File: src/rtl/zbke_dly.sv
// ----------------------------------------------------------------------------
// zbke_dly
// Fixed-depth shift line that keeps operands aligned with the datapath.
// ----------------------------------------------------------------------------
module zbke_dly #(
    parameter int WIDTH = 48,
    parameter int DEPTH = 1
) (
    input  logic             clk,
    input  logic [WIDTH-1:0] din,
    output logic [WIDTH-1:0] dout
);

    logic [WIDTH-1:0] pipe_reg [DEPTH];

    always_ff @(posedge clk)
    begin
        pipe_reg[0] <= din;
        for (int i = 1; i < DEPTH; i++)
        begin
            pipe_reg[i] <= pipe_reg[i-1];
        end
    end

    assign dout = pipe_reg[DEPTH-1];

endmodule

File: config.mk
export PLATFORM = sky130hd
export DESIGN_NAME = zbke_dly
export DESIGN_NICKNAME = d
export VERILOG_FILES = /design/src/rtl/zbke_dly.sv
export SDC_FILE = /design/constraint.sdc
export NUM_CORES = 1
export LEC_CHECK = 0
export BUFFER_PORTS_ARGS = -buffer_cell sky130_fd_sc_hd__buf_2
export CAP_MARGIN = 30
export CORE_MARGIN = 5
export CORE_UTILIZATION = 30
export DETAILED_ROUTE_END_ITERATION = 16
export PLACE_DENSITY_LB_ADDON = 0.05
export SLEW_MARGIN = 0
export SYNTH_ARGS = -nofsm -noshare
export SYNTH_HDL_FRONTEND = slang
export SYNTH_SLANG_ARGS = --single-unit
File: constraint.sdc
create_clock -name clk -period 0.8 [get_ports clk]
set_clock_uncertainty 0.15 [all_clocks]
set_input_delay 0 -clock clk [delete_from_list [all_inputs] [get_ports clk]]
set_output_delay 0 -clock clk [all_outputs]
set_load 0.01 [all_outputs]
==> run summary, run 1 <==
Die Height -> 66.6 um
VDD IR max -> 0.00126 V
Peak Freq -> 1020 MHz
Core Rows -> 20
Violated checks -> negative setup slack
Hold Violations, Final -> 0
Post-Syn Area -> 961 um^2
Number of CTS-inserted buffers -> 5
Clock sink count -> 48
Worst Path Required -> 650 ps
DRC -> 0
Vias in the first global route -> 983
Setup Buffers After CTS -> 0
Per-cell routed wire length -> 12.1 um
Power Density -> 1950 nW/um^2
Die area -> 4430 um^2
Top post-synthesis cells by area -> dfxtp_1 (100%)
CORE AREA -> 3050 um^2
Relative slew slack -> 0.922
Critical Path Fanout Max -> 1
Post-synth top area share -> 1.00
Leakage Power -> 0.00106 uW
Worst hold margin -> 134 ps
Share of cells above drive strength 1 -> 0.608
Initial core utilization -> 0.315
Clk buf depth -> 2
Total track usage -> 0.138
CTS clk-pin slew, worst paths -> 120 ps
Max_cap viols -> 0
Final instance area -> 2180 um^2
Max reg flops -> 48
Synthesized area per cell -> 20.0 um^2
Via count -> 901
Critical path arrival -> 830 ps
Synthesized instance count -> 48
Post-route worst setup slack -> -182 ps
Slowest stage delay, CP -> 360 ps
Diode count -> 0
Largest net degree at the start of global routing -> 14
Syn-to-layout area delta -> 127%
Post-Place Cell Area -> 1500 um^2
Comb_multi_in -> 0
Synth unique cells -> 1
# IOs -> 97
Final core area utilization -> 0.713
Worst min path class -> input pin to flip-flop
Non-filler cells, final -> 243
Slowest-stage cell, CP -> dfxtp_1
CP top delay family -> flip-flops
Port bufs -> 96
Global-route wire length before repair -> 4340 um
Unrepaired setup endpoints after global routing -> yes
Final WL -> 2940 um
CP bufs+invs -> 1
Outcome -> finished with violations
Cell taking the most area after synthesis -> dfxtp_1
Initial antenna violation count -> 0
Worst-path cell chain -> buf_2
Vias per Instance -> 3.71
Register area share after synthesis -> 1.00
Yosys warns -> 0
DR iter-0 viols -> 31
Most common cell after layout, fill and taps aside -> buf_2
Detailed Routing Iterations Pass 1 -> 2
Area of the multi-input gates -> 0 um^2
Flops & latches, synth -> 48
Crit. End Element -> primary output
Period minus WS final -> 982 ps
Total grt overflow -> 0
Worst Tran Pin Value -> 117 ps
Hpwl dp -> 1870 um
Most frequent cells in the layout -> buf_2 (78), dlygate4sd3_1 (48), dfxtp_1 (30), buf_6 (18), dfxtp_2 (18)
CP startpoint kind -> flip-flop
CTS tree -> built
CTS HTree Levels -> 2
Detail Route Antenna Nets -> 0
DP Worst Slack -> 229 ps
Tcrit/Tclk final -> 1.23
Max-slew violations -> 0
Nets -> 248
CTS root buf -> clkbuf_4
Die Wd -> 66.6 um
WS Path Type -> flip-flop to primary output
Final setup vio count -> 48
Syn_nets -> 97
Placer Congestion -> 0.715
Placed insts -> 188
routing by layer:
metal / vias up / wire length [um] / track usage / part of all wire
li1: 447 / - / - / -
met1: 387 / 861 / 0.0985 / 0.29
met2: 58 / 1580 / 0.269 / 0.54
met3: 9 / 422 / 0.0877 / 0.14
met4: 0 / 82 / 0.0685 / 0.028
met5: - / 0 / 0 / 0
where the power goes:
part	total (uW)	switching (uW)	internal, uW
registers	2570	39.6	2530
clock network	1140	644	499
logic	543	175	369
cell usage after synthesis:
library cell,n
dfxtp_1,48
final timing paths:
path,start,end,slack (ps),depth (start not counted)
setup / recovery,pipe_reg[0][0]$_DFF_P_,dout[0],-180,1
hold / removal,din[10],pipe_reg[0][10]$_DFF_P_,130,2
per-stage QoR:
stage	power, uW	TNS, ps
detailed placement	2910	0
floorplan	2670	0
finish	4250	-6420
CTS	4250	-7730
global route	4490	-9380
global placement	2900	0
what timing repair did:
item / 4_1_cts / 5_1_grt
pin swaps: 0 / 0
hold buffers: 48 / 0
endpoints found under the setup margin: 48 / 48
hold endpoints to repair: 48 / 0
gates resized for setup: 0 / 37
cell type report:
class                 count  area [um^2]
Fill cell               218          876
Sequential cell          48          983
Timing Repair Buffer    144         1070
Tap cell                 44         55.1
Clock buffer              7         65.1
cells by family after synthesis:
group  share of synthesized area
DFF                         1.00
(Power assumes the default switching activity.)
==> run 2, diff against run 1 <==
- CORE_UTILIZATION: 30 -> 32
- CTS_BUF_LIST: not set -> sky130_fd_sc_hd__clkbuf_4
==> run 2 against run 1 <==
- the run still ends with negative setup slack left
- wire length grew 2.8%
- non-clock buffer count is the same
- sequential power is essentially flat
- critical path depth is the same
- clock power shrank 19%
- final cell count shrank 6.2%
==> run summary, run 2 (synthesis gave the netlist of run 1 again) <==
Worst-path cell chain -> buf_2
DRC -> 0
Number of CTS-inserted buffers -> 5
CTS tree -> built
Total grt overflow -> 0
Psw -> 846 uW
Area of the multi-input gates -> 0 um^2
Setup TNS -> -6170 ps
Initial antenna violation count -> 0
Via count -> 897
Core Rows -> 19
Hold_sp -> din[46]
Logic pwr share -> 0.136
Die Height -> 64.8 um
Post-Place Cell Area -> 1480 um^2
CORE AREA -> 2830 um^2
Vias per Instance -> 3.93
Worst Tran Pin Value -> 115 ps
CP top delay family -> flip-flops
Final setup vio count -> 48
Max reg flops -> 48
Violated checks -> negative setup slack
Worst Path Required -> 650 ps
Outcome -> finished with violations
Leakage Power -> 0.00105 uW
Clock sink count -> 48
Syn-to-layout area delta -> 123%
Diode count -> 0
Max-slew violations -> 0
Comb_multi_in -> 0
Die Wd -> 64.8 um
CP bufs+invs -> 1
Clock power frac -> 0.229
Final core area utilization -> 0.757
Max_cap viols -> 0
CTS HTree Levels -> 2
Peak Freq -> 1060 MHz
WS Path Type -> flip-flop to primary output
CTS root buf -> clkbuf_4
Power Density -> 1890 nW/um^2
Slowest-stage cell, CP -> dfxtp_1
Final instance area -> 2140 um^2
Switch share -> 0.209
DR iter-0 viols -> 12
Fill cells -> 204
Post-route worst setup slack -> -144 ps
DP Worst Slack -> 234 ps
Final WL -> 3020 um
Slowest stage delay, CP -> 330 ps
Initial core utilization -> 0.340
Setup Buffers After CTS -> 0
Tcrit/Tclk final -> 1.18
Most frequent cells in the layout -> buf_2 (77), dlygate4sd3_1 (48), dfxtp_1 (29), buf_6 (19), dfxtp_2 (19)
Hold Violations, Final -> 0
Detailed Routing Iterations Pass 1 -> 2
# IOs -> 97
Detail Route Antenna Nets -> 0
Per-cell routed wire length -> 13.3 um
Total track usage -> 0.148
CP startpoint kind -> flip-flop
CTS clk-pin slew, worst paths -> 120 ps
Placer Congestion -> 0.652
Hpwl dp -> 1770 um
Clk buf depth -> 2
Port bufs -> 96
Period minus WS final -> 944 ps
Hold Crit Endpoint -> pipe_reg[0][46]$_DFF_P_
Vias in the first global route -> 1027
Global-route wire length before repair -> 4530 um
Unrepaired setup endpoints after global routing -> yes
Most common cell after layout, fill and taps aside -> buf_2
Crit. End Element -> primary output
Critical Path Fanout Max -> 1
Share of cells above drive strength 1 -> 0.609
Critical path arrival -> 790 ps
Nets -> 248
Worst min path class -> input pin to flip-flop
Die area -> 4200 um^2
Internal -> 3190 uW
Largest net degree at the start of global routing -> 13
Reg power frac -> 0.635
Hold path depth -> 2
VDD IR max -> 0.00169 V
Relative slew slack -> 0.923
-- run 2: cell types whose count changed in the layout (fill, tap and decap cells not counted) --
cell and delta:
clkbuf_8 -2, buf_2 -1, buf_6 +1, dfxtp_1 -1
dfxtp_2 +1
-- run 2: cell type report --
type	count	area, um^2	share of cell area
Tap cell	31	38.8	0.0181
Timing Repair Buffer	144	1080	0.504
Clock buffer	5	37.5	0.0175
Sequential cell	48	985	0.460
-- run 2: layer usage --
| metal | up-vias | track usage | wire, um |
|---|---|---|---|
| met5 | - | 0 | 0 |
| met4 | 0 | 0.0712 | 46 |
| met3 | 7 | 0.0639 | 370 |
| met2 | 58 | 0.287 | 1670 |
| met1 | 387 | 0.127 | 933 |
| li1 | 445 | - | - |
-- run 2: timing repair --
action,CTS,global route
hold buffers,48,0
endpoints found under the hold margin,48,0
endpoints found under the setup margin,48,48
gates resized for setup,0,38
-- run 2: worst max-delay path by stage --
| stage | start | endpoint | cells past startpoint |
|---|---|---|---|
| 4_1_cts | pipe_reg[0][0]$_DFF_P_ | dout[0] | 1 |
| 3_3_place_gp | pipe_reg[0][0]$_DFF_P_ | dout[0] | 1 |
| 2_1_floorplan | pipe_reg[0][0]$_DFF_P_ | dout[0] | 0 |
| 5_1_grt | pipe_reg[0][20]$_DFF_P_ | dout[20] | 1 |
| 3_5_place_dp | pipe_reg[0][0]$_DFF_P_ | dout[0] | 1 |
| 6_report | pipe_reg[0][20]$_DFF_P_ | dout[20] | 1 |
-- run 2: per-stage QoR --
step	std cells	hold WS (ps)	total power, uW
after floorplan	48	-122	2670
after global placement	175	-47.5	2900
after detailed placement	175	-46.4	2900
after CTS	228	115	3990
after global routing	228	113	4250
final	228	138	4040
-- run 2: power groups by stage --
stage / sequential, uW / clock, uW / combinational (uW)
detailed placement: 2600 / 0 / 309
floorplan: 2670 / 0 / 0
finish: 2570 / 923 / 551
global placement: 2590 / 0 / 305
CTS: 2540 / 960 / 491
global route: 2580 / 1070 / 593
==> run 3, diff against run 2 <==
- CORE_UTILIZATION: 32 -> 35
- MAX_ROUTING_LAYER: not set -> met4
- clock period: 0.8 -> 0.9 ns (I/O delays scaled with it)
==> run 3 against run 2 <==
- the flow still finishes with violations (negative setup slack)
- die area is 7.3% lower
- final area rose by 3.4%
- sequential share of layout area decreased by 1.3 points
- critical path depth unchanged
- combinational power down 7.8%
- sequential cell count unchanged
- worst setup slack better by 40 ps
- first-iteration DRC count rose to 2.5 times the previous value
- critical endpoint is now dout[33]
==> run summary, run 3 (synthesis gave the netlist of run 1 again) <==
Outcome -> finished with violations
Violated checks -> negative setup slack
Port bufs -> 96
FF/Latch Area -> 990 um^2
Initial antenna violation count -> 0
Most frequent cells in the layout -> buf_2 (73), dlygate4sd3_1 (48), dfxtp_1 (25), buf_6 (23), dfxtp_2 (23)
Worst Path Required -> 750 ps
Internal -> 3170 uW
Worst-path cell chain -> buf_2
Number of CTS-inserted buffers -> 5
Power Density -> 1830 nW/um^2
Reg power frac -> 0.566
Hpwl dp -> 1780 um
Hold Violations, Final -> 0
Area of the multi-input gates -> 0 um^2
CTS tree -> built
Setup Buffers After CTS -> 0
Switch share -> 0.217
Slowest-stage cell, CP -> dfxtp_1
CP top delay family -> flip-flops
Tcrit/Tclk final -> 1.12
Diode count -> 0
Clock sink count -> 48
Vias per Instance -> 4.14
Crit. End Element -> primary output
Initial core utilization -> 0.358
Vias in the first global route -> 1007
Hold_sp -> din[30]
Psw -> 879 uW
Max reg flops -> 48
Per-cell routed wire length -> 15.3 um
Logic pwr share -> 0.126
Nets -> 248
CORE AREA -> 2690 um^2
DR iter-0 viols -> 30
DP Worst Slack -> 323 ps
Share of cells above drive strength 1 -> 0.630
Die Wd -> 62.4 um
Final Power -> 4050 uW
VDD IR max -> 0.00177 V
Core Rows -> 19
Crit path launch -> pipe_reg[0][33]$_DFF_P_
Peak Freq -> 996 MHz
Comb_multi_in -> 0
Clock power frac -> 0.309
Clk buf depth -> 2
CP bufs+invs -> 1
CP startpoint kind -> flip-flop
CTS root buf -> clkbuf_4
Global-route wire length before repair -> 5000 um
Worst hold margin -> 111 ps
Die Height -> 62.4 um
CTS clk-pin slew, worst paths -> 140 ps
Via count -> 956
Placed insts -> 175
Most common cell after layout, fill and taps aside -> buf_2
Leakage Power -> 0.00107 uW
Syn-to-layout area delta -> 130%
Unrepaired setup endpoints after global routing -> yes
Non-filler cells, final -> 231
Total grt overflow -> 0
Worst Tran Pin Value -> 139 ps
# IOs -> 97
WS Path Type -> flip-flop to primary output
Largest net degree at the start of global routing -> 16
Final core area utilization -> 0.824
Final WL -> 3530 um
Critical Path Fanout Max -> 1
Detailed Routing Iterations Pass 1 -> 4
Detail Route Antenna Nets -> 0
Final setup vio count -> 48
Worst min path class -> input pin to flip-flop
Die area -> 3890 um^2
Fill cells -> 140
CTS HTree Levels -> 2
Max-slew violations -> 0
Period minus WS final -> 1000 ps
Max_cap viols -> 0
Total track usage -> 0.175
Slowest stage delay, CP -> 350 ps
Critical path arrival -> 850 ps
Relative slew slack -> 0.907
Placer Congestion -> 0.685
DRC -> 0
Post-route worst setup slack -> -104 ps
run 3: cell count changes in the layout (fill, tap and decap cells not counted):
cell,delta
buf_2,-4
dfxtp_2,+4
clkinv_1,+1
buf_6,+4
dfxtp_1,-4
bufinv_16,+1
clkinv_4,+1
run 3: per-stage QoR:
stage	TNS [ps]	cell area, um^2
after CTS	-3570	2060
final	-3110	2210
after global placement	0	1480
after global routing	-5210	2210
after floorplan	0	961
after detailed placement	0	1480
run 3: layout make-up:
| class | instances | share of cell area |
|---|---|---|
| Tap cell | 31 | 0.0175 |
| Sequential cell | 48 | 0.447 |
| Clock buffer | 5 | 0.0170 |
| Clock inverter | 3 | 0.0192 |
| Timing Repair Buffer | 144 | 0.499 |
run 3: layer usage:
metal / global-route usage / part of all wire / up-vias
li1: - / - / 448
met1: 0.178 / 0.38 / 430
met2: 0.288 / 0.48 / 71
met3: 0.0899 / 0.12 / 7
met4: 0.0637 / 0.018 / 0
met5: - / 0 / -
run 3: worst paths after layout:
path / slack [ps] / cells after the start / end
worst min-delay path: 110 / 2 / pipe_reg[0][30]$_DFF_P_
worst max-delay path: -100 / 1 / dout[33]
run 3: power by group through the flow:
stage	Clock (uW)	Combinational (uW)	Sequential, uW
floorplan	0	0	2380
global placement	0	271	2310
detailed placement	0	274	2310
CTS	1260	442	2270
global route	1370	543	2300
finish	1250	508	2290
run 3: what timing repair did:
item                                    4_1_cts  5_1_grt
hold endpoints to repair                     48        0
resized for setup                             5       41
cloned                                        0        0
hold buffers                                 48        0
endpoints found under the setup margin       48       48
